[src/hdl/wres_pkg.sv]
// ---------------------------------------------------------------------------
// wres_pkg
// Shared widths, constants and helpers of the weighted random entry select.
// ---------------------------------------------------------------------------
package wres_pkg;

    localparam int MAX_ENTRIES_DEF = 16;

    // running sums over at most sixteen enabled 32-bit weights
    localparam int SUM_W = 36;
    localparam int MUL_AW = 36;
    localparam int MUL_BW = 32;
    localparam int MUL_PW = MUL_AW + MUL_BW;
    localparam int DIV_W = 40;
    localparam int DIV_CW = 6;

    localparam logic [31:0] FLOOR_Q16 = 32'd66;
    localparam logic [16:0] DECAY_ONE = 17'h10000;
    localparam logic [DIV_W-1:0] RESCALE_NUM = DIV_W'(100) << 32;

    // total / 1000 as (total * 35184372089) >> 45, exact for totals below 2^36;
    // the multiplier takes the low 32 bits of the constant, the 8 * 2^32 part is a shift
    localparam logic [MUL_BW-1:0] SLOP_RECIP_LO = 32'd824633721;
    localparam int SLOP_HI_SH = 35;
    localparam int SLOP_SH = 45;

    // configuration register indexes
    localparam logic [1:0] CFG_ENTRIES = 2'd0;
    localparam logic [1:0] CFG_MASK = 2'd1;
    localparam logic [1:0] CFG_DYNAMIC = 2'd2;
    localparam logic [1:0] CFG_DECAY = 2'd3;

    localparam logic OP_LOAD = 1'b0;
    localparam logic OP_SELECT = 1'b1;

    function automatic logic entry_en(input logic [15:0] mask, input logic [7:0] idx);
        entry_en = (idx < 8'd16) && mask[idx[3:0]];
    endfunction

endpackage

[src/hdl/wres_mul.sv]
// ---------------------------------------------------------------------------
// wres_mul
// Shared multiplier with a registered product.
// ---------------------------------------------------------------------------
module wres_mul (
    input  logic                       i_clk,
    input  logic [wres_pkg::MUL_AW-1:0] i_a,
    input  logic [wres_pkg::MUL_BW-1:0] i_b,
    output logic [wres_pkg::MUL_PW-1:0] o_prod
);
    import wres_pkg::*;

    logic [MUL_PW-1:0] r_prod;

    always_ff @(posedge i_clk) begin
        r_prod <= MUL_PW'(i_a) * MUL_PW'(i_b);
    end

    assign o_prod = r_prod;

endmodule

[src/hdl/wres_div.sv]
// ---------------------------------------------------------------------------
// wres_div
// Restoring divider, one quotient bit per cycle.
// ---------------------------------------------------------------------------
module wres_div (
    input  logic                       i_clk,
    input  logic                       i_rst_n,
    input  logic                       i_start,
    input  logic [wres_pkg::DIV_W-1:0] i_dividend,
    input  logic [wres_pkg::SUM_W-1:0] i_divisor,
    output logic                       o_done,
    output logic [wres_pkg::DIV_W-1:0] o_quot
);
    import wres_pkg::*;

    logic [SUM_W:0]    r_rem;
    logic [DIV_W-1:0]  r_quo;
    logic [SUM_W-1:0]  r_dvs;
    logic [DIV_CW-1:0] r_cnt;
    logic              r_busy;
    logic              r_done;
    logic [SUM_W:0]    n_shift;
    logic [SUM_W+1:0]  n_diff;

    always_comb begin
        n_shift = {r_rem[SUM_W-1:0], r_quo[DIV_W-1]};
        n_diff  = {1'b0, n_shift} - {2'b00, r_dvs};
    end

    always_ff @(posedge i_clk) begin
        if (!i_rst_n) begin
            r_busy <= 1'b0;
            r_done <= 1'b0;
            r_cnt  <= '0;
        end else begin
            r_done <= 1'b0;
            if (i_start) begin
                r_busy <= 1'b1;
                r_cnt  <= DIV_CW'(DIV_W - 1);
            end else if (r_busy) begin
                r_cnt <= r_cnt - 1'b1;
                if (r_cnt == '0) begin
                    r_busy <= 1'b0;
                    r_done <= 1'b1;
                end
            end
        end
    end

    always_ff @(posedge i_clk) begin
        if (i_start) begin
            r_rem <= '0;
            r_quo <= i_dividend;
            r_dvs <= i_divisor;
        end else if (r_busy) begin
            if (!n_diff[SUM_W+1]) begin
                r_rem <= n_diff[SUM_W:0];
                r_quo <= {r_quo[DIV_W-2:0], 1'b1};
            end else begin
                r_rem <= n_shift;
                r_quo <= {r_quo[DIV_W-2:0], 1'b0};
            end
        end
    end

    assign o_done = r_done;
    assign o_quot = r_quo;

endmodule

[src/hdl/weighted_random_entry_select_core.sv]
// ---------------------------------------------------------------------------
// weighted_random_entry_select_core
// Roulette wheel selection over a table of Q16.16 weights with adaptive decay.
// ---------------------------------------------------------------------------
// sequence: a load writes its weight and raises its result once taken; a select sums
//   the enabled weights, scales the random value to a point, computes the slop and scans
//   the entries; dynamic mode adds decay (when found), floor, rescale division (nonzero sum) and rescale
// throughput: one transaction at a time, the next is taken in the cycle after the
//   result is raised
// reset: synchronous active low, clears the sequencer state, output valid, config and weight valid bits
module weighted_random_entry_select_core #(
    parameter int MAX_ENTRIES = wres_pkg::MAX_ENTRIES_DEF
) (
    input  logic        i_clk,
    input  logic        i_rst_n,
    input  logic        i_cfg_we,
    input  logic [1:0]  i_cfg_idx,
    input  logic [16:0] i_cfg_data,
    input  logic        s_axis_tvalid,
    output logic        s_axis_tready,
    // [3:0] entry_index, [35:4] weight_value, [50:36] random_value
    input  logic [55:0] s_axis_tdata,
    // [0] op
    input  logic        s_axis_tuser,
    output logic        m_axis_tvalid,
    input  logic        m_axis_tready,
    // [0] found, [4:1] chosen_index
    output logic [7:0]  m_axis_tdata,
    // [0] was_select
    output logic        m_axis_tuser
);
    import wres_pkg::*;

    localparam int IW = $clog2(MAX_ENTRIES);
    localparam int CW = $clog2(MAX_ENTRIES + 1);

    localparam logic [3:0] S_IDLE = 4'd0;
    localparam logic [3:0] S_SUM  = 4'd1;
    localparam logic [3:0] S_PNT  = 4'd2;
    localparam logic [3:0] S_SLOP = 4'd3;
    localparam logic [3:0] S_SCAN = 4'd4;
    localparam logic [3:0] S_DEC  = 4'd5;
    localparam logic [3:0] S_FLR  = 4'd6;
    localparam logic [3:0] S_SDIV = 4'd7;
    localparam logic [3:0] S_RSC  = 4'd8;
    localparam logic [3:0] S_DONE = 4'd9;

    // config
    logic [4:0]  r_eiu;
    logic [15:0] r_mask;
    logic        r_dyn;
    logic [16:0] r_decay;

    // weight memory with per-entry valid bits
    logic [31:0]          r_mem [MAX_ENTRIES];
    logic [MAX_ENTRIES-1:0] r_vld;
    logic [31:0]          r_rd_data;
    logic                 r_rd_vld;

    logic [3:0]       r_state;
    logic [1:0]       r_ph;
    logic [CW-1:0]    r_i;
    logic [CW-1:0]    r_n;
    logic             r_op;
    logic [14:0]      r_rnd;
    logic [SUM_W-1:0] r_total;
    logic [SUM_W-1:0] r_point;
    logic [SUM_W-1:0] r_slop;
    logic [SUM_W-1:0] r_cum;
    logic [31:0]      r_scale;
    logic             r_found;
    logic [3:0]       r_chosen;

    logic        r_ovalid;
    logic [7:0]  r_odata;
    logic        r_ouser;

    logic              w_we;
    logic [IW-1:0]     w_wa;
    logic [31:0]       w_wd;
    logic [31:0]       w_rdw;
    logic              w_en;
    logic              w_last;
    logic [MUL_AW-1:0] w_mul_a;
    logic [MUL_BW-1:0] w_mul_b;
    logic [MUL_PW-1:0] w_prod;
    logic [MUL_PW+3:0] w_slop_acc;
    logic              w_div_start;
    logic [DIV_W-1:0]  w_div_dnd;
    logic [SUM_W-1:0]  w_div_dvs;
    logic              w_div_done;
    logic [DIV_W-1:0]  w_quot;
    logic              w_acc;
    logic [3:0]        w_idx;
    logic [CW-1:0]     w_n;
    logic [16:0]       w_dsat;
    logic [31:0]       w_flr;
    logic [SUM_W-1:0]  w_cum_nx;
    logic              w_hit;

    assign w_idx = s_axis_tdata[3:0];
    assign w_acc = s_axis_tvalid && s_axis_tready;
    assign s_axis_tready = (r_state == S_IDLE);

    assign w_rdw  = r_rd_vld ? r_rd_data : 32'd0;
    assign w_en   = entry_en(r_mask, 8'(r_i));
    assign w_last = (CW'(r_i + 1'b1) == r_n);
    assign w_n    = (8'(r_eiu) > 8'(MAX_ENTRIES)) ? CW'(MAX_ENTRIES) : CW'(r_eiu);
    assign w_dsat = (r_decay > DECAY_ONE) ? DECAY_ONE : r_decay;
    assign w_flr  = (!(r_found && (4'(r_i) == r_chosen)) && (w_rdw < FLOOR_Q16)) ?
                    FLOOR_Q16 : w_rdw;
    assign w_cum_nx = r_cum + SUM_W'(w_rdw);
    assign w_hit  = ({1'b0, w_cum_nx} + {1'b0, r_slop}) >= {1'b0, r_point};
    assign w_slop_acc = (MUL_PW+4)'(w_prod) + ((MUL_PW+4)'(r_total) << SLOP_HI_SH);

    wres_mul u_mul (
        .i_clk  (i_clk),
        .i_a    (w_mul_a),
        .i_b    (w_mul_b),
        .o_prod (w_prod)
    );

    wres_div u_div (
        .i_clk      (i_clk),
        .i_rst_n    (i_rst_n),
        .i_start    (w_div_start),
        .i_dividend (w_div_dnd),
        .i_divisor  (w_div_dvs),
        .o_done     (w_div_done),
        .o_quot     (w_quot)
    );

    // memory write port, shared multiplier operands, divider launch
    always_comb begin
        w_we        = 1'b0;
        w_wa        = r_i[IW-1:0];
        w_wd        = w_rdw;
        w_mul_a     = MUL_AW'(w_rdw);
        w_mul_b     = '0;
        w_div_start = 1'b0;
        w_div_dnd   = RESCALE_NUM;
        w_div_dvs   = '0;
        case (r_state)
            S_IDLE: begin
                w_wa = IW'(w_idx);
                w_wd = s_axis_tdata[35:4];
                w_we = w_acc && (s_axis_tuser == OP_LOAD) &&
                       (8'(w_idx) < 8'(MAX_ENTRIES));
            end
            S_PNT: begin
                w_mul_a = r_total;
                w_mul_b = MUL_BW'(r_rnd);
            end
            S_SLOP: begin
                w_mul_a = r_total;
                w_mul_b = SLOP_RECIP_LO;
            end
            S_DEC: begin
                w_mul_b = MUL_BW'(w_dsat);
                w_wd    = w_prod[47:16];
                w_we    = (r_ph == 2'd2);
            end
            S_FLR: begin
                w_wd = w_flr;
                w_we = (r_ph == 2'd1) && w_en;
                w_div_start = (r_ph == 2'd1) && w_last && (w_cum_nx != '0 || w_en ?
                              ((w_en ? r_cum + SUM_W'(w_flr) : r_cum) != '0) : 1'b0);
                w_div_dnd = RESCALE_NUM;
                w_div_dvs = w_en ? r_cum + SUM_W'(w_flr) : r_cum;
            end
            S_RSC: begin
                w_mul_b = r_scale;
                w_wd    = (|w_prod[63:48]) ? 32'hFFFF_FFFF : w_prod[47:16];
                w_we    = (r_ph == 2'd2) && w_en;
            end
            default: begin
            end
        endcase
    end

    always_ff @(posedge i_clk) begin
        if (w_we) begin
            r_mem[w_wa] <= w_wd;
        end
        r_rd_data <= r_mem[r_i[IW-1:0]];
        r_rd_vld  <= r_vld[r_i[IW-1:0]];
    end

    always_ff @(posedge i_clk) begin
        if (!i_rst_n) begin
            r_vld <= '0;
        end else if (w_we) begin
            r_vld[w_wa] <= 1'b1;
        end
    end

    always_ff @(posedge i_clk) begin
        if (!i_rst_n) begin
            r_eiu   <= '0;
            r_mask  <= '0;
            r_dyn   <= 1'b0;
            r_decay <= '0;
        end else if (i_cfg_we) begin
            case (i_cfg_idx)
                CFG_ENTRIES: r_eiu   <= i_cfg_data[4:0];
                CFG_MASK:    r_mask  <= i_cfg_data[15:0];
                CFG_DYNAMIC: r_dyn   <= i_cfg_data[0];
                CFG_DECAY:   r_decay <= i_cfg_data;
                default: begin
                end
            endcase
        end
    end

    // sequencer
    always_ff @(posedge i_clk) begin
        if (!i_rst_n) begin
            r_state  <= S_IDLE;
            r_ph     <= '0;
            r_i      <= '0;
            r_ovalid <= 1'b0;
        end else begin
            if (r_ovalid && m_axis_tready && (r_state != S_DONE)) begin
                r_ovalid <= 1'b0;
            end
            case (r_state)
                S_IDLE: begin
                    r_ph <= '0;
                    r_i  <= '0;
                    if (w_acc) begin
                        r_op     <= s_axis_tuser;
                        r_rnd    <= s_axis_tdata[50:36];
                        r_n      <= w_n;
                        r_found  <= 1'b0;
                        r_chosen <= '0;
                        r_total  <= '0;
                        r_cum    <= '0;
                        if (s_axis_tuser == OP_LOAD || w_n == '0) begin
                            r_state <= S_DONE;
                        end else if (w_n == CW'(1)) begin
                            r_found <= r_mask[0];
                            r_state <= S_DONE;
                        end else begin
                            r_state <= S_SUM;
                        end
                    end
                end
                S_SUM: begin
                    if (r_ph == 2'd0) begin
                        r_ph <= 2'd1;
                    end else begin
                        r_ph <= 2'd0;
                        if (w_en) begin
                            r_total <= r_total + SUM_W'(w_rdw);
                        end
                        if (w_last) begin
                            r_state <= S_PNT;
                        end else begin
                            r_i <= r_i + 1'b1;
                        end
                    end
                end
                S_PNT: begin
                    if (r_ph == 2'd0) begin
                        r_ph <= 2'd1;
                    end else begin
                        r_ph    <= 2'd0;
                        r_point <= w_prod[SUM_W+14:15];
                        r_state <= S_SLOP;
                    end
                end
                S_SLOP: begin
                    if (r_ph == 2'd0) begin
                        r_ph <= 2'd1;
                    end else begin
                        r_ph    <= 2'd0;
                        r_slop  <= SUM_W'(w_slop_acc[MUL_PW+3:SLOP_SH]);
                        r_i     <= '0;
                        r_state <= S_SCAN;
                    end
                end
                S_SCAN: begin
                    if (r_ph == 2'd0) begin
                        r_ph <= 2'd1;
                    end else begin
                        r_ph <= 2'd0;
                        if (w_en) begin
                            r_cum <= w_cum_nx;
                        end
                        if (w_en && w_hit) begin
                            r_found  <= 1'b1;
                            r_chosen <= 4'(r_i);
                            r_state  <= r_dyn ? S_DEC : S_DONE;
                        end else if (w_last) begin
                            r_i     <= '0;
                            r_state <= r_dyn ? S_FLR : S_DONE;
                        end else begin
                            r_i <= r_i + 1'b1;
                        end
                    end
                end
                S_DEC: begin
                    if (r_ph == 2'd2) begin
                        r_ph    <= 2'd0;
                        r_i     <= '0;
                        r_cum   <= '0;
                        r_state <= S_FLR;
                    end else begin
                        r_ph <= r_ph + 1'b1;
                    end
                end
                S_FLR: begin
                    if (r_ph == 2'd0) begin
                        r_ph  <= 2'd1;
                        if (r_i == '0) begin
                            r_cum <= '0;
                        end
                    end else begin
                        r_ph <= 2'd0;
                        if (w_en) begin
                            r_cum <= r_cum + SUM_W'(w_flr);
                        end
                        if (w_last) begin
                            r_i     <= '0;
                            r_state <= w_div_start ? S_SDIV : S_DONE;
                        end else begin
                            r_i <= r_i + 1'b1;
                        end
                    end
                end
                S_SDIV: begin
                    if (w_div_done) begin
                        r_scale <= (|w_quot[DIV_W-1:32]) ? 32'hFFFF_FFFF : w_quot[31:0];
                        r_state <= S_RSC;
                    end
                end
                S_RSC: begin
                    if (r_ph == 2'd2) begin
                        r_ph <= 2'd0;
                        if (w_last) begin
                            r_state <= S_DONE;
                        end else begin
                            r_i <= r_i + 1'b1;
                        end
                    end else begin
                        r_ph <= r_ph + 1'b1;
                    end
                end
                S_DONE: begin
                    if (!r_ovalid || m_axis_tready) begin
                        r_ovalid <= 1'b1;
                        r_ouser  <= r_op;
                        r_odata  <= {3'b000, (r_found ? r_chosen : 4'd0), r_found};
                        r_state  <= S_IDLE;
                    end
                end
                default: begin
                    r_state <= S_IDLE;
                end
            endcase
        end
    end

    assign m_axis_tvalid = r_ovalid;
    assign m_axis_tdata  = r_odata;
    assign m_axis_tuser  = r_ouser;

endmodule

[config.mk]
export PLATFORM = sky130hd
export DESIGN_NAME = weighted_random_entry_select_core
export DESIGN_NICKNAME = d
export VERILOG_FILES = /design/src/hdl/wres_pkg.sv /design/src/hdl/wres_mul.sv /design/src/hdl/wres_div.sv /design/src/hdl/weighted_random_entry_select_core.sv
export SDC_FILE = /design/constraint.sdc
export NUM_CORES = 2
export LEC_CHECK = 0
export ABC_CLOCK_PERIOD_IN_PS = 11700
export BUFFER_PORTS_ARGS = -buffer_cell sky130_fd_sc_hd__clkbuf_2
export CORE_MARGIN = 1.5
export CORE_UTILIZATION = 49
export DETAILED_ROUTE_END_ITERATION = 8
export GPL_TIMING_DRIVEN = 0
export MAX_ROUTING_LAYER = met4
export SLEW_MARGIN = 10
export SYNTH_ARGS = -nofsm -noshare
export SYNTH_HDL_FRONTEND = slang
export SYNTH_SLANG_ARGS = --single-unit
[constraint.sdc]
create_clock -name i_clk -period 11.7 [get_ports i_clk]
set_input_delay 1.755 -clock i_clk [delete_from_list [all_inputs] [get_ports i_clk]]
set_output_delay 1.755 -clock i_clk [all_outputs]
set_load 0.02 [all_outputs]
# After elaboration in Yosys (flattened, before gate mapping)
# Memories as Yosys holds them, arrays and structs flattened. A register that Yosys moved wholly into a read port is not among the register bits.
# Cells that the tools add are included.
word_totals:
  ram_bits: 512
  output_inout_bits: 11
  register_bits: 455
  inputBits: 81
  memories: 1
classes:
  bitwise_logic: 5
  mul: 1
  n_reduce_logical: 53
  n_lt_le_gt_ge: 8
  addsub: 9
  muxes: 86
  n_eq_ne: 37
memory_table:
  columns: ["name", "words", "width", "rd", "rd_clocked_by_memory_dff", "write_ports", "line_no", "source"]
  rows:
  - ["r_mem", 16, 32, 1, 1, 1, "weighted_random_entry_select_core.sv:55", "logic [31:0] r_mem [MAX_ENTRIES];"]
ops:
  columns: ["cell", "n"]
  rows:
  - ["two-way mux 36 bit", 11]
  - ["one-hot mux 32 bit (4 select lines)", 2]
  - ["one-hot mux 36 bit (4 select lines)", 1]
  - ["adder 36 x 32 -> 36 bit", 3]
  - ["two-way mux 32 bit", 3]
  - ["two-way mux 4 bit", 24]
  - ["adder 68 x 71 -> 72 bit", 1]
  - ["one-hot mux 36 bit (2 select lines)", 1]
  - ["nonzero test 36 bit", 2]
  - ["multiplier 36 x 32 -> 68 bit", 1]
  - ["two-way mux 5 bit", 10]
  - ["one-hot mux 4 bit (10 select lines)", 1]
  - ["subtractor 37 x 36 -> 38 bit", 1]
  - ["adder 36 x 27 -> 37 bit", 1]
  - [">= comparator 37 x 36 -> 1 bit", 1]
  - ["one-hot mux 5 bit (7 select lines)", 1]
  - ["less-than comparator 32 x 7 -> 1 bit, second input constant", 1]
  - ["inequality test 2 bit, second input constant", 15]
  - ["two-way mux 1 bit", 21]
  - ["> comparator 17 bit, second input constant", 1]
  - ["two-way mux 17 bit", 1]
  - ["== test 4 x 3 -> 1 bit, second input constant", 4]
  - ["bitwise OR 16 bit", 1]
  - ["OR reduction 16 bit", 1]
  - ["48 further kinds", 90]

# Logic depth before layout (Yosys ltp)
logic_depth:
  ltp_word: 15
  ltp_mapped: 39
  mapped_depth_nobuf: 39

# Modules after synthesis
# Synthesis repeated with hierarchy kept, for this count alone.
unflattened:
  cells_unflattened: 8439
  area_unflattened_um2: 87894.3
by_module_without_submodules:
  columns: ["mod", "cells_per_inst", "n_inst", "area_per_inst_um2"]
  rows:
  - ["weighted_random_entry_select_core", 3528, 1, 42680.9]
  - ["wres_mul", 4199, 1, 38170.4]
  - ["wres_div", 712, 1, 7043.0]

# Worst setup path after synthesis
# Ideal clock, no wire load.
synth_timing:
  path_kind: "reg-to-reg"
  from: "reg r_state[2]"
  to: "reg u_mul.r_prod[65] (netlist: u_mul.o_prod[65])"
  synth_period_minus_slack_ps: 9229
  path_stages_with_launch: 36
  arrival_ps: 9111
  path_slack_ps: 2471
  setup_time_ps: 118
  cell_sequence: "dfxtp_1 > buf_2 > nor3b_4 > clkbuf_1 > clkbuf_1 > clkbuf_1 > o21a_1 > clkbuf_1 > nor2_1 > fa_1 > fa_1 > fa_1 > inv_1 > fa_1 > inv_1 > fa_1 > inv_1 > fa_1 > inv_1 > fa_1 > fa_1 > ha_1 > clkbuf_1 > nand3_1 > nor2_1 > nand3_1 > or3_1 > o41a_1 > a2111oi_4 > nor2_1 > o31a_1 > nor2_1 > o211ai_1 > o41ai_2 > a21oi_1 > xnor2_1"
synth_between:
  elab_chain_cells: 4
synth_lines:
  columns: ["element", "line_no", "source"]
  rows:
  - ["from (decl)", "weighted_random_entry_select_core.sv:60", "logic [3:0] r_state;"]
  - ["from (signal assigned)", "weighted_random_entry_select_core.sv:293", "r_state <= r_dyn ? S_DEC : S_DONE;"]
  - ["from (signal assigned)", "weighted_random_entry_select_core.sv:296", "r_state <= r_dyn ? S_FLR : S_DONE;"]
  - ["from (signal assigned)", "weighted_random_entry_select_core.sv:325", "r_state <= w_div_start ? S_SDIV : S_DONE;"]
  - ["== test 4 x 2 -> 1 bit", "weighted_random_entry_select_core.sv:143", "case (r_state)"]
  - ["OR reduction 2 bit (no source line)", null, null]
  - ["two-way mux 36 bit", "weighted_random_entry_select_core.sv:143", null]
  - ["multiplier 36 x 32 -> 68 bit *", "wres_mul.sv:16", "r_prod <= MUL_PW'(i_a) * MUL_PW'(i_b);"]
  - ["to (signal assigned)", "wres_mul.sv:16", null]
  - ["to (decl)", "wres_mul.sv:13", "logic [MUL_PW-1:0] r_prod;"]
# Mark *: on every way between the ends. The rest lies on a longest branch, timed or not.
# A chain may end at the register's enable or synchronous reset.

# Final worst setup path
layout_timing:
  from: "reg r_state[3]"
  to: "reg u_mul.r_prod[61] (netlist: u_mul.o_prod[61])"
# The elaborated chain is that of the path after synthesis.

==> results.ini <==
[clock_tree]
cts.clk_slew.worst_paths_ns = 0.06
cts_root_buffer = clkbuf_16
clkLatencyLatePin_ns = 0.81
numCtsBuffers = 105
cts_hold_buf = 0
h-tree-depth = 3
clockBufferDepth = 3
cts_tree = done
cts_sinks = 984

[place]
placed_cells = 10400
place_hpwl_mm = 261
place_area_um2 = 88300
portBuffers = 82
post-place-ws_ns = -0.813
place.gp.congestion = 1.04

[drt]
wl_mm = 320
drc = 0
via_count = 63400
first_iter_violations = 6811
first_pass_iters = 6
viasPerCell = 5.96
drtAntennaViolNets = 0
wl_per_cell_um = 30.1

[power_and_ir_drop]
p_leak_nw = 38.1
cellPowerDensity_nw_per_um2 = 175
peakVddDrop_mv = 0.183

[logic_synthesis]
ys_ff_latch = 984
yosys.area.top_type = edfxtp_1
ys.warnings.count = 0
yosysTopAreaCellShare_pct = 26.9
synth_edf_count = 747
ys_seq_area_share_pct = 32.6
synthTopCellsByArea = edfxtp_1 (27%), fa_1 (25%), ha_1 (7.4%)
synth_cells = 7982
synth_flop_cell = edfxtp_1
ys_types = 90
syn_avg_cell_area_um2 = 10.4
netlist_area_um2 = 83300
async_flop_share_pct = 0

[die]
die_w_um = 415
coreArea_um2 = 169000
pin_count = 92
die_h_um = 415
start_util_pct = 49.3
core.rowCount = 151
dieArea_um2 = 173000

[layout]
finalNonFillerCells = 10600
design_area_um2 = 92200
final_common_cell = inv_1
final_net_count = 9884
drive_gt1_share_pct = 8.35
mostFrequentLayoutCells = inv_1 (1170), nand2_1 (1024), fa_1 (1020), nor2_1 (828), edfxtp_1 (747)
area_growth_pct = 10.7

[grt]
antenna_found_initial = 23
grt_pass1_wl_mm = 453
grt-ovfl-total = 0
grt_use_total_pct = 38.3
grt_pass1_vias = 62600
grt_max_degree = 37

[critical_path]
slowest_delay_ns = 1.01
crit_slowest_cell = clkdlybuf4s15_1
cp-end-kind = flip-flop
worst_ep_required_time_ns = 12.35
crit_path_start_kind = flip-flop
critPathMaxFanout = 10
crit_path_frequent_cell = fa_1
cp.arrival_ns = 12.18
path_class = flip-flop to flip-flop

[worst_hold_path]
hp-class = flip-flop to flip-flop

[sta]
finalCriticalPeriod_ns = 11.53
post-route-period-util_pct = 98.6
setup_viol = 0
max_freq_ghz = 0.0867
finalSetupTns_ns = 0
timing.hold.ws_ns = 0.374
hold_viol = 0
layout_setup_ws_ns = 0.167
slew_violations = 0
maxSlewHeadroom_pct = 8.74
tightest_slew_ns = 1.37
clock_skew_ns = 0.123

[run]
max_cap_violations = 0

[run_status]
status = finished clean

==> layer usage <==
metal	global-route usage (%)	part of all wire, %	vias to the layer above	routed length (um)
met3	9.76	11	615	33900
met2	55.3	44	3174	140000
met5	-	0	-	0
met4	14.6	4.5	0	14300
met1	52.0	41	32500	132000
li1	-	-	27100	-
==> worst max-delay path, delay by kind of cell, from the launching register on <==
kind | cells | cell delay, ns
AO/OA/AOI/OAI | 7 | 2.10
XOR/XNOR | 1 | 0.17
adder cells (fa/ha/maj) | 9 | 3.97
buffers and inverters | 12 | 3.08
flip-flops | 1 | 0.45
AND/OR/NAND/NOR | 7 | 1.63
==> flip-flops by register name, summed over array words and instances (netlist names), 6 cells and up <==
signal        cells
r_cum            36
r_decay          17
r_mask           16
r_mem           512
r_point          36
r_rd_data        32
r_rnd            15
r_scale          32
r_slop           27
r_total          36
r_vld            16
u_div.o_quot     40
u_div.r_cnt       6
u_div.r_dvs      36
u_div.r_rem      36
u_mul.o_prod     53
==> cell type report <==
class,instances,area [um2]
antenna,25,62.6
buffer,365,1470
clock buffer,138,2940
clock inverter,62,825
fill,15100,76900
inverter,1174,4410
multi-input combinational,5497,50800
sequential,984,27200
tap,2218,2780
timing repair buffer,161,1800
==> kinds of logic (layout without fill, tap and decap cells) <==
group	count (synthesis)	in the layout	share of synthesized area [%]
AND/OR/NAND/NOR	2408	2408	12.4
adder cells (fa/ha/maj)	1515	1515	31.9
multiplexers	242	242	5.42
flip-flops	984	984	32.6
buffers and inverters	1542	1900	6.98
other	2	68	0.00901
AO/OA/AOI/OAI	1069	1069	8.36
XOR/XNOR	220	220	2.31
==> Yosys cell counts, types with 36 or more instances <==
cell type,n
o21bai_1,38
mux2i_1,70
or2_2,47
and2_1,51
and3_1,40
a211oi_1,43
a21oi_1,272
a221oi_1,36
a21o_1,127
clkbuf_1,314
nor2b_1,44
edfxtp_1,747
o21ai_0,206
ha_1,495
buf_1,40
nor3_1,80
fa_1,1020
dfxtp_1,237
xnor2_1,136
o21a_1,74
nor2_1,847
nand3_1,72
mux4_2,167
a31oi_1,41
nand2_1,1025
nand4_1,51
inv_1,1170
xor2_1,84
==> path summary, 6_finish.rpt <==
check / from / endpoint / slack, ns / depth (start not counted)
setup / recovery: r_state[3] / u_mul.o_prod[61] / 0.17 / 36
hold / removal: u_mul.o_prod[33] / r_point[18] / 0.37 / 0
setup reg to reg: r_state[3] / u_mul.o_prod[61] / 0.17 / 36
hold reg to reg: u_mul.o_prod[33] / r_point[18] / 0.37 / 0
==> per-stage QoR <==
stage,util (%),power (W)
after detailed placement,52.2,0.0123
after floorplan,-,0.00907
after global routing,54.5,0.0168
after global placement,51.3,0.0121
after CTS,54.5,0.0159
final,54.5,0.0161
==> what timing repair did <==
item	in CTS	in global routing
pin swaps	0	1
buffers inserted	0	1
endpoints found under the setup margin	28	25
gates resized for setup	19	81
==> report_power, final <==
group / switching, W / internal [W] / total (W)
Combinational: 0.00538 / 0.00236 / 0.00774
Sequential: 0.000338 / 0.00446 / 0.00480
Clock: 0.00151 / 0.00206 / 0.00357
Note: power is estimated with default switching activity, not from simulation.
